### config.mk
export PLATFORM = sky130hd
export DESIGN_NAME = cb40_cell
export DESIGN_NICKNAME = d
export VERILOG_FILES = /design/src/hdl/cb40_pkg.sv /design/src/hdl/cb40_cell.sv
export SDC_FILE = /design/constraint.sdc
export NUM_CORES = 2
export LEC_CHECK = 0
export BUFFER_PORTS_ARGS = -buffer_cell sky130_fd_sc_hd__buf_4
export CORE_UTILIZATION = 65
export DETAILED_ROUTE_END_ITERATION = 8
export PLACE_DENSITY = 0.86
export SYNTH_ARGS = -nofsm -noshare
export SYNTH_HDL_FRONTEND = slang
export SYNTH_SLANG_ARGS = --single-unit
export TNS_END_PERCENT = 1
### constraint.sdc
create_clock -name clock -period 52.5 [get_ports clock]
set_input_delay 13.125 -clock clock [delete_from_list [all_inputs] [get_ports clock]]
set_output_delay 13.125 -clock clock [all_outputs]
set_load 0.05 [all_outputs]
### src/hdl/cb40_pkg.sv
// ----------------------------------------------------------------------------
// Callsign base-40 codec package
// Shared widths, codes, alphabet mapping, per-position constants and the
// record types that travel through the pipeline.
// ----------------------------------------------------------------------------
package cb40_pkg;

   localparam int CALLSIGN_CHARS = 9;
   localparam int CHAR_W         = 8;
   localparam int DIGIT_W        = 6;
   localparam int CODE_W         = 48;
   localparam int STATUS_W       = 2;
   localparam int POS_W          = $clog2(CALLSIGN_CHARS);
   localparam int SHIFT_W        = POS_W + 2;
   localparam int QX_W           = 24;
   localparam int RECIP_W        = 25;
   localparam int POW5_W         = 19;
   localparam int PROD_W         = QX_W + RECIP_W;
   localparam int MUL40_HI       = 5;
   localparam int MUL40_LO       = 3;

   localparam logic OP_ENCODE = 1'b0;
   localparam logic OP_DECODE = 1'b1;

   localparam logic [STATUS_W-1:0] STATUS_NORMAL = 2'd0;
   localparam logic [STATUS_W-1:0] STATUS_BCAST  = 2'd1;
   localparam logic [STATUS_W-1:0] STATUS_RANGE  = 2'd2;

   localparam logic [CODE_W-1:0] CODE_ALL_ONES = 48'hffff_ffff_ffff;
   localparam logic [CODE_W-1:0] CODE_LIMIT    = 48'hee6b_27ff_ffff;

   localparam logic [CHAR_W-1:0] CHAR_NUL   = 8'h00;
   localparam logic [CHAR_W-1:0] CHAR_SPACE = 8'h20;
   localparam logic [CHAR_W-1:0] CHAR_HASH  = 8'h23;
   localparam logic [CHAR_W-1:0] CHAR_DASH  = 8'h2d;
   localparam logic [CHAR_W-1:0] CHAR_DOT   = 8'h2e;
   localparam logic [CHAR_W-1:0] CHAR_SLASH = 8'h2f;
   localparam logic [CHAR_W-1:0] CHAR_0     = 8'h30;
   localparam logic [CHAR_W-1:0] CHAR_9     = 8'h39;
   localparam logic [CHAR_W-1:0] CHAR_A     = 8'h41;
   localparam logic [CHAR_W-1:0] CHAR_L     = 8'h4c;
   localparam logic [CHAR_W-1:0] CHAR_Z     = 8'h5a;

   localparam logic [DIGIT_W-1:0] DIGIT_SPACE  = 6'd0;
   localparam logic [DIGIT_W-1:0] DIGIT_A      = 6'd1;
   localparam logic [DIGIT_W-1:0] DIGIT_Z      = 6'd26;
   localparam logic [DIGIT_W-1:0] DIGIT_NUM0   = 6'd27;
   localparam logic [DIGIT_W-1:0] DIGIT_NUM9   = 6'd36;
   localparam logic [DIGIT_W-1:0] DIGIT_DASH   = 6'd37;
   localparam logic [DIGIT_W-1:0] DIGIT_SLASH  = 6'd38;
   localparam logic [DIGIT_W-1:0] DIGIT_DOT    = 6'd39;

   typedef struct packed {
      logic                                   valid;
      logic                                   op;
      logic [STATUS_W-1:0]                    status;
      logic [CALLSIGN_CHARS-1:0][DIGIT_W-1:0] digits;
      logic [CODE_W-1:0]                      acc;
      logic [CODE_W-1:0]                      code;
   } stage_type;

   typedef struct packed {
      logic [CALLSIGN_CHARS-1:0][CHAR_W-1:0] chars;
      logic [CODE_W-1:0]                     code;
      logic [STATUS_W-1:0]                   status;
   } result_type;

   function automatic logic [DIGIT_W-1:0] sym_index(input logic [CHAR_W-1:0] c);
      logic [DIGIT_W-1:0] idx;
      idx = DIGIT_SPACE;
      if (c >= CHAR_A && c <= CHAR_Z) begin
         idx = DIGIT_W'(c - CHAR_A) + DIGIT_A;
      end else if (c >= CHAR_0 && c <= CHAR_9) begin
         idx = DIGIT_W'(c - CHAR_0) + DIGIT_NUM0;
      end else if (c == CHAR_DASH) begin
         idx = DIGIT_DASH;
      end else if (c == CHAR_SLASH) begin
         idx = DIGIT_SLASH;
      end else if (c == CHAR_DOT) begin
         idx = DIGIT_DOT;
      end
      return idx;
   endfunction

   function automatic logic [CHAR_W-1:0] sym_char(input logic [DIGIT_W-1:0] idx);
      logic [CHAR_W-1:0] c;
      c = CHAR_SPACE;
      if (idx >= DIGIT_A && idx <= DIGIT_Z) begin
         c = CHAR_A + CHAR_W'(idx - DIGIT_A);
      end else if (idx >= DIGIT_NUM0 && idx <= DIGIT_NUM9) begin
         c = CHAR_0 + CHAR_W'(idx - DIGIT_NUM0);
      end else if (idx == DIGIT_DASH) begin
         c = CHAR_DASH;
      end else if (idx == DIGIT_SLASH) begin
         c = CHAR_SLASH;
      end else if (idx == DIGIT_DOT) begin
         c = CHAR_DOT;
      end
      return c;
   endfunction

   // 5 to the power of the digit position; 40^p is 5^p shifted left by 3p.
   function automatic logic [POW5_W-1:0] pow5(input logic [POS_W-1:0] pos);
      logic [POW5_W-1:0] v;
      case (pos)
         4'd0:    v = 19'd1;
         4'd1:    v = 19'd5;
         4'd2:    v = 19'd25;
         4'd3:    v = 19'd125;
         4'd4:    v = 19'd625;
         4'd5:    v = 19'd3125;
         4'd6:    v = 19'd15625;
         4'd7:    v = 19'd78125;
         4'd8:    v = 19'd390625;
         default: v = 19'd1;
      endcase
      return v;
   endfunction

   // floor(2^24 / 5^p); the quotient estimate is low by at most one.
   function automatic logic [RECIP_W-1:0] recip(input logic [POS_W-1:0] pos);
      logic [RECIP_W-1:0] v;
      case (pos)
         4'd0:    v = 25'd16777216;
         4'd1:    v = 25'd3355443;
         4'd2:    v = 25'd671088;
         4'd3:    v = 25'd134217;
         4'd4:    v = 25'd26843;
         4'd5:    v = 25'd5368;
         4'd6:    v = 25'd1073;
         4'd7:    v = 25'd214;
         4'd8:    v = 25'd42;
         default: v = 25'd16777216;
      endcase
      return v;
   endfunction

endpackage

### src/hdl/cb40_cell.sv
// ----------------------------------------------------------------------------
// Callsign base-40 codec digit cell
// Handles one digit position in two register stages. Encoding folds the
// digit into the running code; decoding splits the digit off the rest with
// a reciprocal multiply and a single correction step.
// ----------------------------------------------------------------------------
module cb40_cell
   import cb40_pkg::*;
(
   input  logic             clock,
   input  logic             reset,
   input  logic             advance,
   input  logic [POS_W-1:0] pos,
   input  stage_type        stage_in,
   output stage_type        stage_out
);

   logic [SHIFT_W-1:0] shift;
   logic [CODE_W-1:0]  in_shifted;
   logic [PROD_W-1:0]  prod_in;
   logic [PROD_W-1:0]  prod_ff;
   stage_type          a_ff;
   stage_type          b_in;
   stage_type          b_ff;

   logic [CODE_W-1:0]  a_shifted;
   logic [QX_W-1:0]    x_b;
   logic [DIGIT_W-1:0] q_est;
   logic [QX_W-1:0]    divisor;
   logic [QX_W-1:0]    qd;
   logic [QX_W-1:0]    rem0;
   logic               fix;
   logic [DIGIT_W-1:0] q;
   logic [QX_W-1:0]    rem;
   logic [CODE_W-1:0]  low_mask;
   logic [CODE_W-1:0]  acc_dec;
   logic [CODE_W-1:0]  acc_enc;

   // Dividing by 40^p is a shift by 3p followed by a division by 5^p.
   assign shift      = SHIFT_W'({pos, 1'b0}) + SHIFT_W'(pos);
   assign in_shifted = stage_in.acc >> shift;
   assign prod_in    = PROD_W'(in_shifted[QX_W-1:0]) * PROD_W'(recip(pos));

   always_ff @(posedge clock) begin
      if (reset) begin
         a_ff.valid <= 1'b0;
      end else if (advance) begin
         a_ff <= stage_in;
      end
   end

   always_ff @(posedge clock) begin
      if (advance) begin
         prod_ff <= prod_in;
      end
   end

   always_comb begin
      a_shifted = a_ff.acc >> shift;
      x_b       = a_shifted[QX_W-1:0];
      q_est     = prod_ff[QX_W +: DIGIT_W];
      divisor   = QX_W'(pow5(pos));
      qd        = QX_W'(q_est) * divisor;
      rem0      = x_b - qd;
      fix       = (rem0 >= divisor);
      q         = fix ? q_est + DIGIT_W'(1) : q_est;
      rem       = fix ? rem0 - divisor : rem0;
      low_mask  = (CODE_W'(1) << shift) - CODE_W'(1);
      acc_dec   = (CODE_W'(rem) << shift) | (a_ff.acc & low_mask);
      acc_enc   = (a_ff.acc << MUL40_HI) + (a_ff.acc << MUL40_LO) +
                  CODE_W'(a_ff.digits[pos]);

      b_in = a_ff;
      if (a_ff.op == OP_DECODE) begin
         b_in.acc         = acc_dec;
         b_in.digits[pos] = q;
      end else begin
         b_in.acc = acc_enc;
      end
   end

   always_ff @(posedge clock) begin
      if (reset) begin
         b_ff.valid <= 1'b0;
      end else if (advance) begin
         b_ff <= b_in;
      end
   end

   assign stage_out = b_ff;

endmodule

==> flow_summary.yaml <==
place:
  dp_hpwl_um: 116000
  place_congestion: 1.09
  portBuffers: 314
sta:
  setup_violations: 0
  rsz0062_at_grt: "no"
  clock-skew-final_ns: 0.0445
  tightest_slew_ns: 1.41
  fmax_mhz: 39.6
  relSlewSlack: 0.0488
  hold_viol_final: 0
  fin_crit_sh: 0.481
  fin_tns_setup_ns: 0
  finalMaxSlewViolations: 0
  min_period_ns: 25.28
synth:
  ys_seq_elements: 314
  synth_edf_count: 312
  post-synth-top-count-cell: "nand2_1"
  ys_types: 105
  synth_ff_type: "edfxtp_1"
  synth_top_cell_by_area: "edfxtp_1"
  synthCells: 4116
  synth.avg_cell_area_um2: 9.57
  ys_seq_area_frac: 0.239
  postSynthNetCount: 4937
  synth_commonest_cells: "nand2_1, inv_1, fa_1, nor2_1, edfxtp_1"
  netlist_top_cells_area: "edfxtp_1, fa_1, ha_1"
  async_flop_share: 0
  yosys_warnings: 0
  syn_area_um2: 39400
  synth_top_area_frac: 0.238
cts:
  cts_made_buffers: 36
  clk_pin_slew_ns: 0.06
  clockRootBuffer: "clkbuf_16"
  cts_resized: 0
  postCtsHoldBufs: 0
  clockBufferDepth: 3
  clock-sinks: 314
  postCtsSetupRepairBufs: 0
  cts_tree: "built"
  clock_latency_ns: 0.59
  cts-htree-levels: 2
floorplan:
  pin_count: 315
  die_h_um: 248
  rows: 89
  initial_core_util: 0.662
  die-width_um: 248
  dieArea_um2: 61600
  core_area_um2: 59500
min_path:
  whs_path_depth: 0
  min_from: "a_ff[44]$_DFFE_PP_"
  min_to: "stage_out[44]$_DFFE_PP_"
  hold_path.class: "flip-flop to flip-flop"
finish:
  finalNetCount: 5142
  drive_gt1_frac: 0.149
  area.growth.synth_to_final_pct: 10.4
routing:
  drc: 0
  post_drt_wl_per_cell_um: 29.5
  dr_total_vias: 36000
  viasPerCell: 7.02
  ant_nets: 0
  drt-pass1-iter-count: 9
  drt_iter0_drc: 5314
  drt-total-wl_um: 151000
setup_path:
  critical-path-slowest-cell: "nor2_1"
  cp.depth: 38
  reg2reg_to: "stage_out[90]$_DFFE_PP_"
  rrSetupSlack_ns: 42.08
  crit_top_cell: "fa_1"
  critPathBufInv: 6
  cp_slowest_stage_delay_ns: 0.89
  r2r_cells: 33
  crit_arrival_ns: 25.66
  worstPathRequired_ns: 52.88
  end_kind: "flip-flop"
  critical_path_class: "primary input to flip-flop"
  critPathLaunchType: "primary input"
  critPathMaxFanout: 53
  critical_path.top_delay_family: "simple AND/OR/NAND/NOR gates"
  r2r-start: "a_ff[74]$_DFFE_PP_"
grt:
  track_usage: 0.490
  met3_usage: 0.173
  use_met1: 0.620
  grt_overflow: 0
  grt_pass1_wl_um: 220000
  grt_pass1_vias: 35100
  grtUsageMet2: 0.735
  busiest_layer: "met2"
  grt_max_degree: 182
  antenna_found_initial: 6
job:
  cap_violations: 0
status:
  status: "finished clean"
## kinds of logic (layout without fill, tap and decap cells)
kind of cell             count (synthesis)  after routing  share of synthesized area
other                                    0              2                          0
adder cells (fa/ha/maj)                660            660                      0.281
multiplexers                           226            226                      0.101
XOR/XNOR                               128            128                     0.0300
flip-flops                             314            314                      0.239
buffers and inverters                  734            965                     0.0731
AO/OA/AOI/OAI                          842            842                      0.141
AND/OR/NAND/NOR                       1212           1212                      0.134
## how the worst max path moves through the flow
stage | from | end | slack, ns
2_1_floorplan | reset | a_ff[0]$_DFFE_PP_ | 24.83
3_3_place_gp | pos[0] | stage_out[90]$_DFFE_PP_ | 27.47
3_5_place_dp | pos[0] | stage_out[90]$_DFFE_PP_ | 27.20
4_1_cts | pos[0] | stage_out[90]$_DFFE_PP_ | 27.75
5_1_grt | pos[0] | stage_out[90]$_DFFE_PP_ | 26.62
6_report | pos[0] | stage_out[90]$_DFFE_PP_ | 27.22
## final cells by class
| type | instances | area [µm²] |
|---|---|---|
| multi-input cells | 3068 | 27200 |
| fillers | 4238 | 16000 |
| flip-flops and latches | 314 | 9410 |
| repair buffers | 383 | 2890 |
| inverters | 518 | 1940 |
| well taps | 773 | 967 |
| clock buffers | 42 | 923 |
| clock inverters | 22 | 155 |
| diodes | 2 | 5.00 |
## layout by cell type, fill, tap and decap left out, types with 10 or more instances in the layout
| cell | Yosys | routed |
|---|---|---|
| a211o_1 | 10 | 10 |
| a211oi_1 | 35 | 35 |
| a21o_1 | 67 | 67 |
| a21oi_1 | 193 | 192 |
| a221oi_1 | 14 | 14 |
| a22oi_1 | 27 | 27 |
| a31oi_1 | 39 | 38 |
| and2_1 | 38 | 38 |
| and3_1 | 36 | 36 |
| buf_4 | 15 | 381 |
| clkbuf_16 | 0 | 36 |
| clkinv_1 | 4 | 11 |
| edfxtp_1 | 312 | 312 |
| fa_1 | 376 | 375 |
| ha_1 | 284 | 283 |
| inv_1 | 512 | 512 |
| mux2i_1 | 79 | 79 |
| mux4_2 | 133 | 133 |
| nand2_1 | 568 | 568 |
| nand2b_1 | 28 | 28 |
| nand3_1 | 77 | 77 |
| nand4_1 | 22 | 22 |
| nor2_1 | 332 | 328 |
| nor2b_1 | 24 | 23 |
| nor3_1 | 36 | 34 |
| o2111ai_1 | 10 | 10 |
| o211ai_1 | 23 | 23 |
| o21a_1 | 33 | 33 |
| o21ai_0 | 192 | 191 |
| o21ai_1 | 14 | 15 |
| o221ai_1 | 12 | 12 |
| o22ai_1 | 26 | 26 |
| o31ai_1 | 14 | 14 |
| or2_2 | 11 | 11 |
| xnor2_1 | 82 | 79 |
| xor2_1 | 40 | 40 |
## flip-flops by register name, summed over array words and instances (netlist names)
name	count
prod_ff	6
a_ff	154
stage_out	154
## through the flow
step           area, µm²  instances  setup WS (ns)  utilization  hold slack [ns]
2_1_floorplan      39400       4116          24.83            -            0.400
3_3_place_gp       42400       5056          27.47        0.713            0.400
3_5_place_dp       42400       5056          27.20        0.713            0.405
4_1_cts            43500       5120          27.75        0.731            0.410
5_1_grt            43500       5122          26.62        0.731            0.424
6_report           43500       5122          27.22        0.731            0.410
## routing by layer
layer  share of wire  routed length (µm)
met1            0.34               51800
met5         0.00027                  41
met4           0.069               10400
met3            0.16               23500
met2            0.43               65600
Power is left out: the tool's default activity adds up to more than one toggle a clock period on the data nets, which glitch-free logic cannot reach.
