==> src/hdl/cb40_pkg.sv <==
// ----------------------------------------------------------------------------
// Callsign base-40 codec package
// Shared widths, codes, alphabet mapping, per-position constants and the
// record types that travel through the pipeline.
// ----------------------------------------------------------------------------
package cb40_pkg;

   localparam int CALLSIGN_CHARS = 9;
   localparam int CHAR_W         = 8;
   localparam int DIGIT_W        = 6;
   localparam int CODE_W         = 48;
   localparam int STATUS_W       = 2;
   localparam int POS_W          = $clog2(CALLSIGN_CHARS);
   localparam int SHIFT_W        = POS_W + 2;
   localparam int QX_W           = 24;
   localparam int RECIP_W        = 25;
   localparam int POW5_W         = 19;
   localparam int PROD_W         = QX_W + RECIP_W;
   localparam int MUL40_HI       = 5;
   localparam int MUL40_LO       = 3;

   localparam logic OP_ENCODE = 1'b0;
   localparam logic OP_DECODE = 1'b1;

   localparam logic [STATUS_W-1:0] STATUS_NORMAL = 2'd0;
   localparam logic [STATUS_W-1:0] STATUS_BCAST  = 2'd1;
   localparam logic [STATUS_W-1:0] STATUS_RANGE  = 2'd2;

   localparam logic [CODE_W-1:0] CODE_ALL_ONES = 48'hffff_ffff_ffff;
   localparam logic [CODE_W-1:0] CODE_LIMIT    = 48'hee6b_27ff_ffff;

   localparam logic [CHAR_W-1:0] CHAR_NUL   = 8'h00;
   localparam logic [CHAR_W-1:0] CHAR_SPACE = 8'h20;
   localparam logic [CHAR_W-1:0] CHAR_HASH  = 8'h23;
   localparam logic [CHAR_W-1:0] CHAR_DASH  = 8'h2d;
   localparam logic [CHAR_W-1:0] CHAR_DOT   = 8'h2e;
   localparam logic [CHAR_W-1:0] CHAR_SLASH = 8'h2f;
   localparam logic [CHAR_W-1:0] CHAR_0     = 8'h30;
   localparam logic [CHAR_W-1:0] CHAR_9     = 8'h39;
   localparam logic [CHAR_W-1:0] CHAR_A     = 8'h41;
   localparam logic [CHAR_W-1:0] CHAR_L     = 8'h4c;
   localparam logic [CHAR_W-1:0] CHAR_Z     = 8'h5a;

   localparam logic [DIGIT_W-1:0] DIGIT_SPACE  = 6'd0;
   localparam logic [DIGIT_W-1:0] DIGIT_A      = 6'd1;
   localparam logic [DIGIT_W-1:0] DIGIT_Z      = 6'd26;
   localparam logic [DIGIT_W-1:0] DIGIT_NUM0   = 6'd27;
   localparam logic [DIGIT_W-1:0] DIGIT_NUM9   = 6'd36;
   localparam logic [DIGIT_W-1:0] DIGIT_DASH   = 6'd37;
   localparam logic [DIGIT_W-1:0] DIGIT_SLASH  = 6'd38;
   localparam logic [DIGIT_W-1:0] DIGIT_DOT    = 6'd39;

   typedef struct packed {
      logic                                   valid;
      logic                                   op;
      logic [STATUS_W-1:0]                    status;
      logic [CALLSIGN_CHARS-1:0][DIGIT_W-1:0] digits;
      logic [CODE_W-1:0]                      acc;
      logic [CODE_W-1:0]                      code;
   } stage_type;

   typedef struct packed {
      logic [CALLSIGN_CHARS-1:0][CHAR_W-1:0] chars;
      logic [CODE_W-1:0]                     code;
      logic [STATUS_W-1:0]                   status;
   } result_type;

   function automatic logic [DIGIT_W-1:0] sym_index(input logic [CHAR_W-1:0] c);
      logic [DIGIT_W-1:0] idx;
      idx = DIGIT_SPACE;
      if (c >= CHAR_A && c <= CHAR_Z) begin
         idx = DIGIT_W'(c - CHAR_A) + DIGIT_A;
      end else if (c >= CHAR_0 && c <= CHAR_9) begin
         idx = DIGIT_W'(c - CHAR_0) + DIGIT_NUM0;
      end else if (c == CHAR_DASH) begin
         idx = DIGIT_DASH;
      end else if (c == CHAR_SLASH) begin
         idx = DIGIT_SLASH;
      end else if (c == CHAR_DOT) begin
         idx = DIGIT_DOT;
      end
      return idx;
   endfunction

   function automatic logic [CHAR_W-1:0] sym_char(input logic [DIGIT_W-1:0] idx);
      logic [CHAR_W-1:0] c;
      c = CHAR_SPACE;
      if (idx >= DIGIT_A && idx <= DIGIT_Z) begin
         c = CHAR_A + CHAR_W'(idx - DIGIT_A);
      end else if (idx >= DIGIT_NUM0 && idx <= DIGIT_NUM9) begin
         c = CHAR_0 + CHAR_W'(idx - DIGIT_NUM0);
      end else if (idx == DIGIT_DASH) begin
         c = CHAR_DASH;
      end else if (idx == DIGIT_SLASH) begin
         c = CHAR_SLASH;
      end else if (idx == DIGIT_DOT) begin
         c = CHAR_DOT;
      end
      return c;
   endfunction

   // 5 to the power of the digit position; 40^p is 5^p shifted left by 3p.
   function automatic logic [POW5_W-1:0] pow5(input logic [POS_W-1:0] pos);
      logic [POW5_W-1:0] v;
      case (pos)
         4'd0:    v = 19'd1;
         4'd1:    v = 19'd5;
         4'd2:    v = 19'd25;
         4'd3:    v = 19'd125;
         4'd4:    v = 19'd625;
         4'd5:    v = 19'd3125;
         4'd6:    v = 19'd15625;
         4'd7:    v = 19'd78125;
         4'd8:    v = 19'd390625;
         default: v = 19'd1;
      endcase
      return v;
   endfunction

   // floor(2^24 / 5^p); the quotient estimate is low by at most one.
   function automatic logic [RECIP_W-1:0] recip(input logic [POS_W-1:0] pos);
      logic [RECIP_W-1:0] v;
      case (pos)
         4'd0:    v = 25'd16777216;
         4'd1:    v = 25'd3355443;
         4'd2:    v = 25'd671088;
         4'd3:    v = 25'd134217;
         4'd4:    v = 25'd26843;
         4'd5:    v = 25'd5368;
         4'd6:    v = 25'd1073;
         4'd7:    v = 25'd214;
         4'd8:    v = 25'd42;
         default: v = 25'd16777216;
      endcase
      return v;
   endfunction

endpackage

==> src/hdl/cb40_if.sv <==
// ----------------------------------------------------------------------------
// Callsign base-40 codec channels
// Valid/ready channels for requests and responses of the codec.
// ----------------------------------------------------------------------------
interface cb40_req_if;
   logic        valid;
   logic        ready;
   logic        operation;
   logic [7:0]  char_0;
   logic [7:0]  char_1;
   logic [7:0]  char_2;
   logic [7:0]  char_3;
   logic [7:0]  char_4;
   logic [7:0]  char_5;
   logic [7:0]  char_6;
   logic [7:0]  char_7;
   logic [7:0]  char_8;
   logic [47:0] code_in;

   modport source (
      output valid, operation, char_0, char_1, char_2, char_3, char_4,
             char_5, char_6, char_7, char_8, code_in,
      input  ready
   );
   modport sink (
      input  valid, operation, char_0, char_1, char_2, char_3, char_4,
             char_5, char_6, char_7, char_8, code_in,
      output ready
   );
endinterface


==> src/hdl/cb40_front.sv <==
// ----------------------------------------------------------------------------
// Callsign base-40 codec input stage
// Maps text to digits, classifies the request and registers the record
// that enters the digit chain.
// ----------------------------------------------------------------------------
module cb40_front
   import cb40_pkg::*;
(
   input  logic       clock,
   input  logic       reset,
   input  logic       advance,
   cb40_req_if.sink   req_chan,
   output stage_type  stage_out
);

   logic [CALLSIGN_CHARS-1:0][CHAR_W-1:0]  chars;
   logic [CALLSIGN_CHARS-1:0]              in_text;
   logic [CALLSIGN_CHARS-1:0][DIGIT_W-1:0] enc_digits;
   logic                                   is_all_text;
   stage_type                              s0_in;
   stage_type                              s0_ff;

   always_comb begin
      chars[0] = req_chan.char_0;
      chars[1] = req_chan.char_1;
      chars[2] = req_chan.char_2;
      chars[3] = req_chan.char_3;
      chars[4] = req_chan.char_4;
      chars[5] = req_chan.char_5;
      chars[6] = req_chan.char_6;
      chars[7] = req_chan.char_7;
      chars[8] = req_chan.char_8;
   end

   // The text ends at the first NUL.
   always_comb begin
      in_text[0] = (chars[0] != CHAR_NUL);
      for (int k = 1; k < CALLSIGN_CHARS; k++) begin
         in_text[k] = in_text[k-1] && (chars[k] != CHAR_NUL);
      end
      for (int k = 0; k < CALLSIGN_CHARS; k++) begin
         enc_digits[k] = in_text[k] ? sym_index(chars[k]) : DIGIT_SPACE;
      end
   end

   assign is_all_text = (chars[0] == CHAR_HASH) && (chars[1] == CHAR_A) &&
                        (chars[2] == CHAR_L) && (chars[3] == CHAR_L);

   always_comb begin
      s0_in.valid = req_chan.valid;
      s0_in.op    = req_chan.operation;
      s0_in.code  = req_chan.code_in;
      if (req_chan.operation == OP_ENCODE) begin
         s0_in.status = is_all_text ? STATUS_BCAST : STATUS_NORMAL;
         s0_in.digits = enc_digits;
         s0_in.acc    = '0;
      end else begin
         if (req_chan.code_in == CODE_ALL_ONES) begin
            s0_in.status = STATUS_BCAST;
         end else if (req_chan.code_in > CODE_LIMIT) begin
            s0_in.status = STATUS_RANGE;
         end else begin
            s0_in.status = STATUS_NORMAL;
         end
         s0_in.digits = '0;
         s0_in.acc    = req_chan.code_in;
      end
   end

   always_ff @(posedge clock) begin
      if (reset) begin
         s0_ff.valid <= 1'b0;
      end else if (advance) begin
         s0_ff <= s0_in;
      end
   end

   assign req_chan.ready = advance;
   assign stage_out      = s0_ff;

endmodule

==> src/flat_wrapper.sv <==
// flat-port wrapper written by rule: the top's interface ports become plain ports
module cb40_front_flat import cb40_pkg::*;
  (clock, reset, advance, stage_out, req_chan_valid, req_chan_operation, req_chan_char_0, req_chan_char_1, req_chan_char_2, req_chan_char_3, req_chan_char_4, req_chan_char_5, req_chan_char_6, req_chan_char_7, req_chan_char_8, req_chan_code_in, req_chan_ready);
  cb40_req_if req_chan_i ();
  input  logic clock;
  input  logic reset;
  input  logic advance;
  output stage_type stage_out;
  input wire logic [$bits(req_chan_i.valid)-1:0] req_chan_valid;
  input wire logic [$bits(req_chan_i.operation)-1:0] req_chan_operation;
  input wire logic [$bits(req_chan_i.char_0)-1:0] req_chan_char_0;
  input wire logic [$bits(req_chan_i.char_1)-1:0] req_chan_char_1;
  input wire logic [$bits(req_chan_i.char_2)-1:0] req_chan_char_2;
  input wire logic [$bits(req_chan_i.char_3)-1:0] req_chan_char_3;
  input wire logic [$bits(req_chan_i.char_4)-1:0] req_chan_char_4;
  input wire logic [$bits(req_chan_i.char_5)-1:0] req_chan_char_5;
  input wire logic [$bits(req_chan_i.char_6)-1:0] req_chan_char_6;
  input wire logic [$bits(req_chan_i.char_7)-1:0] req_chan_char_7;
  input wire logic [$bits(req_chan_i.char_8)-1:0] req_chan_char_8;
  input wire logic [$bits(req_chan_i.code_in)-1:0] req_chan_code_in;
  output wire logic [$bits(req_chan_i.ready)-1:0] req_chan_ready;
  assign req_chan_i.valid = req_chan_valid;
  assign req_chan_i.operation = req_chan_operation;
  assign req_chan_i.char_0 = req_chan_char_0;
  assign req_chan_i.char_1 = req_chan_char_1;
  assign req_chan_i.char_2 = req_chan_char_2;
  assign req_chan_i.char_3 = req_chan_char_3;
  assign req_chan_i.char_4 = req_chan_char_4;
  assign req_chan_i.char_5 = req_chan_char_5;
  assign req_chan_i.char_6 = req_chan_char_6;
  assign req_chan_i.char_7 = req_chan_char_7;
  assign req_chan_i.char_8 = req_chan_char_8;
  assign req_chan_i.code_in = req_chan_code_in;
  assign req_chan_ready = req_chan_i.ready;
  cb40_front u_core (.clock(clock), .reset(reset), .advance(advance), .req_chan(req_chan_i), .stage_out(stage_out));
endmodule
==> config.mk <==
export PLATFORM = sky130hd
export DESIGN_NAME = cb40_front_flat
export DESIGN_NICKNAME = d
export VERILOG_FILES = /design/src/hdl/cb40_pkg.sv /design/src/hdl/cb40_if.sv /design/src/hdl/cb40_front.sv /design/src/flat_wrapper.sv
export SDC_FILE = /design/constraint.sdc
export NUM_CORES = 1
export LEC_CHECK = 0
export BUFFER_PORTS_ARGS = -buffer_cell sky130_fd_sc_hd__buf_2
export CAP_MARGIN = 20
export CORE_MARGIN = 10
export CORE_UTILIZATION = 45
export DETAILED_ROUTE_END_ITERATION = 7
export GPL_TIMING_DRIVEN = 0
export MAX_ROUTING_LAYER = met4
export PLACE_DENSITY_LB_ADDON = 0.1
export SYNTH_ARGS = -nofsm -noshare
export SYNTH_HDL_FRONTEND = slang
export SYNTH_SLANG_ARGS = --single-unit
export TNS_END_PERCENT = 100
==> constraint.sdc <==
create_clock -name clock -period 9.7 [get_ports clock]
set_input_delay 1.455 -clock clock [delete_from_list [all_inputs] [get_ports clock]]
set_output_delay 1.455 -clock clock [all_outputs]
set_load 0.02 [all_outputs]
==> out/results.tsv <==
stage	metric	value	unit
logic_synthesis	Synth Register Bits	154	
pwr	leakage	4.113	nW
sta	Setup Skew	0	ns
route	Post-DRT Antenna Nets	0	
logic_synthesis	Synth Area in XOR/XNOR	0	
placed_design	GPL Wtd Cong	0.9264	
layout	fillers	1487	
global_routing	All-Layer GR Usage	0.1924	
logic_synthesis	number of flops mapped to enable cells by yosys	153	
layout	max FFs per register	154	
floorplanning	Starting Density	0.4630	
critical_path	Setup Crit Path Kind	primary input to output pin	
route	DR vias/cell	5.285	
layout	footprint of the multi-input gates	3203	µm²
sta	final-report hold violation count	0	
route	DRC viols	0	
route	Detailed Route WL	23220	µm
placed_design	DPL Wire Length	18530	µm
clock_tree	CTS tree	done	
route	total number of vias	6590	
logic_synthesis	mux cell area share after synthesis	0.007422	
floorplanning	Die Height	154.1	µm
sta	unrepaired setup endpoints after global routing	false	
layout	Finished Cell Area	10410	µm²
layout	final net count	1175	
placed_design	Area after DPL	9837	µm²
logic_synthesis	Post-Synth Simple-Gate Area	0.1951	
logic_synthesis	register area share after synthesis	0.5703	
critical_path	Critical Path Fanout Max	3	
floorplanning	num rows	48	
sta	Worst Max-Slew Pin Slew	0.7193	ns
global_routing	largest net degree at the start of global routing	31	
logic_synthesis	Post-Syn Instances	713	
logic_synthesis	post-synth cell types	59	
route	WL/cell	18.62	µm
route	Pre-Repair DR Iteration Count	5	
placed_design	Placed Cells	1211	
logic_synthesis	Synth Cell Area	8092	µm²
layout	most frequent cells in the layout	buf_2 (277), edfxtp_1 (153), a21oi_1 (69)	
critical_path	CP bufs+invs	3	
clock_tree	clk sinks	154	
logic_synthesis	post-synthesis compound-gate area fraction	0.1228	
layout	ratio of cells with drive above 1 in the final layout	0.3251	
layout	final core utilization	0.5958	
sta	final worst path period share	0.3404	
critical_path	crit path cell chain	buf_2 > buf_4 > buf_2	
pwr	pwr dens	160.6	nW/µm²
route	Starting DRT DRC Count	402	
logic_synthesis	Synth warnings	0	
sta	fin crit period	3.302	ns
sta	Max Clock Freq	302.9	MHz
pwr	Total Power	1.673	mW
logic_synthesis	Main synth FF type	edfxtp_1	
clock_tree	Post-CTS Hold Buffers	0	
job	Max-Cap Viols	0	
sta	final worst slack	6.398	ns
global_routing	vias in the first global route	6391	
critical_path	crit-path most repeated cell	buf_2	
sta	final setup fails	0	
sta	setup TNS	0	ns
layout	most common cell after layout, fill and taps aside	buf_2	
clock_tree	PostCTS Resize Cnt	0	
critical_path	delay of the slowest critical-path stage	0.15	ns
clock_tree	Reg clk slew, reported paths	0.07	ns
logic_synthesis	Post-synth ARST share	0	
logic_synthesis	largest family of logic cells by synthesized area	simple AND/OR/NAND/NOR gates	
global_routing	grt ovf	0	
clock_tree	worst skew pair latency	0.42	ns
placed_design	PortBufs	268	
layout	final std cells w/o fill	1247	
pwr	VDD IR max	0.0001276	V
global_routing	initial antenna violation count	4	
critical_path	CP delay by family, top	buffers and inverters	
floorplanning	IO Pins	280	
status	status	completed	
clock_tree	CTS root buf	clkbuf_16	
layout	Register Area	4614	µm²
placed_design	worst slack, placed	6.212	ns
floorplanning	die area	23750	µm²
logic_synthesis	adder-cell share of the synthesized area	0.06958	
critical_path	WP data arrival	1.85	ns
critical_path	CP endpoint kind	output pin	
floorplanning	core footprint	17480	µm²
floorplanning	width of the chip	154.1	µm
logic_synthesis	Syn Nets	883	
layout	post-synthesis to final-layout area growth	28.68	%
sta	hold slack	0.5265	ns
logic_synthesis	synthesized area per cell	11.35	µm²
global_routing	global-route wire length before repair	35560	µm
critical_path	WP data required	8.25	ns
hold_path	worst min-delay path category	register to register	
clock_tree	CTS max path bufs	2	
critical_path	Critical Path Start Type	primary input	
sta	Max Transition Viols Final	0	
critical_path	Slowest cell on crit path	buf_2	
sta	Slew headroom	0.5194	
clock_tree	Post-CTS Setup Inserts	0	
clock_tree	H-Tree Depth	4	
clock_tree	total CTS buffers	17	
## routing by layer
layer / vias up / part of all wire / GRT usage
met1: 3071 / 0.41 / 0.2349
met5: - / 0 / -
li1: 3232 / - / -
met2: 268 / 0.47 / 0.2969
met3: 19 / 0.098 / 0.06834
met4: 0 / 0.015 / 0.05263
## path summary, 6_finish.rpt
path,from,to,slack [ns],cells past startpoint
max,advance,req_chan_ready,6.40,3
min,u_core.stage_out[153],u_core.stage_out[153],0.53,2
min reg2reg,u_core.stage_out[153],u_core.stage_out[153],0.53,2
max reg2reg,u_core.stage_out[153],u_core.stage_out[153],9.11,2
## cell usage after synthesis, types with 11 or more instances
cell type  count  area share
a21oi_1       69       0.043
nor2_1        64       0.030
nand4_1       11      0.0085
inv_1         44       0.020
nand2_1       42       0.019
o21ai_0       26       0.016
nand3_1       11      0.0068
nor3b_1       16       0.015
ha_1          45       0.070
nor3_1        27       0.017
edfxtp_1     153        0.57
and2_1        52       0.040
## kinds of logic after synthesis
group	after synthesis
AND/OR/NAND/NOR	284
AO/OA/AOI/OAI	155
flip-flops	154
buffers and inverters	69
adder cells (fa/ha/maj)	45
multiplexers	6
## worst reg2reg max path: cells and delay by family (launching register included)
family,cells,cell delay [ns]
flip-flops,1,0.31
AND/OR/NAND/NOR,1,0.06
multiplexers,1,0.12
## layout make-up
cell class | count | share of cell area
Timing Repair Buffer | 273 | 0.1399
Multi-Input combinational cell | 490 | 0.3076
Inverter | 44 | 0.01586
Antenna cell | 4 | 0.0009613
Clock inverter | 15 | 0.01346
Buffer | 25 | 0.01118
Tap cell | 225 | 0.02704
Sequential cell | 154 | 0.4432
Clock buffer | 17 | 0.04086
## where the power goes
group	internal, mW	switching [mW]	total [mW]
clock	0.338	0.292	0.630
sequential	0.777	0.0110	0.788
combinational	0.0866	0.168	0.254
total	1.20	0.471	1.67
Power figures use the tool's default switching activity.
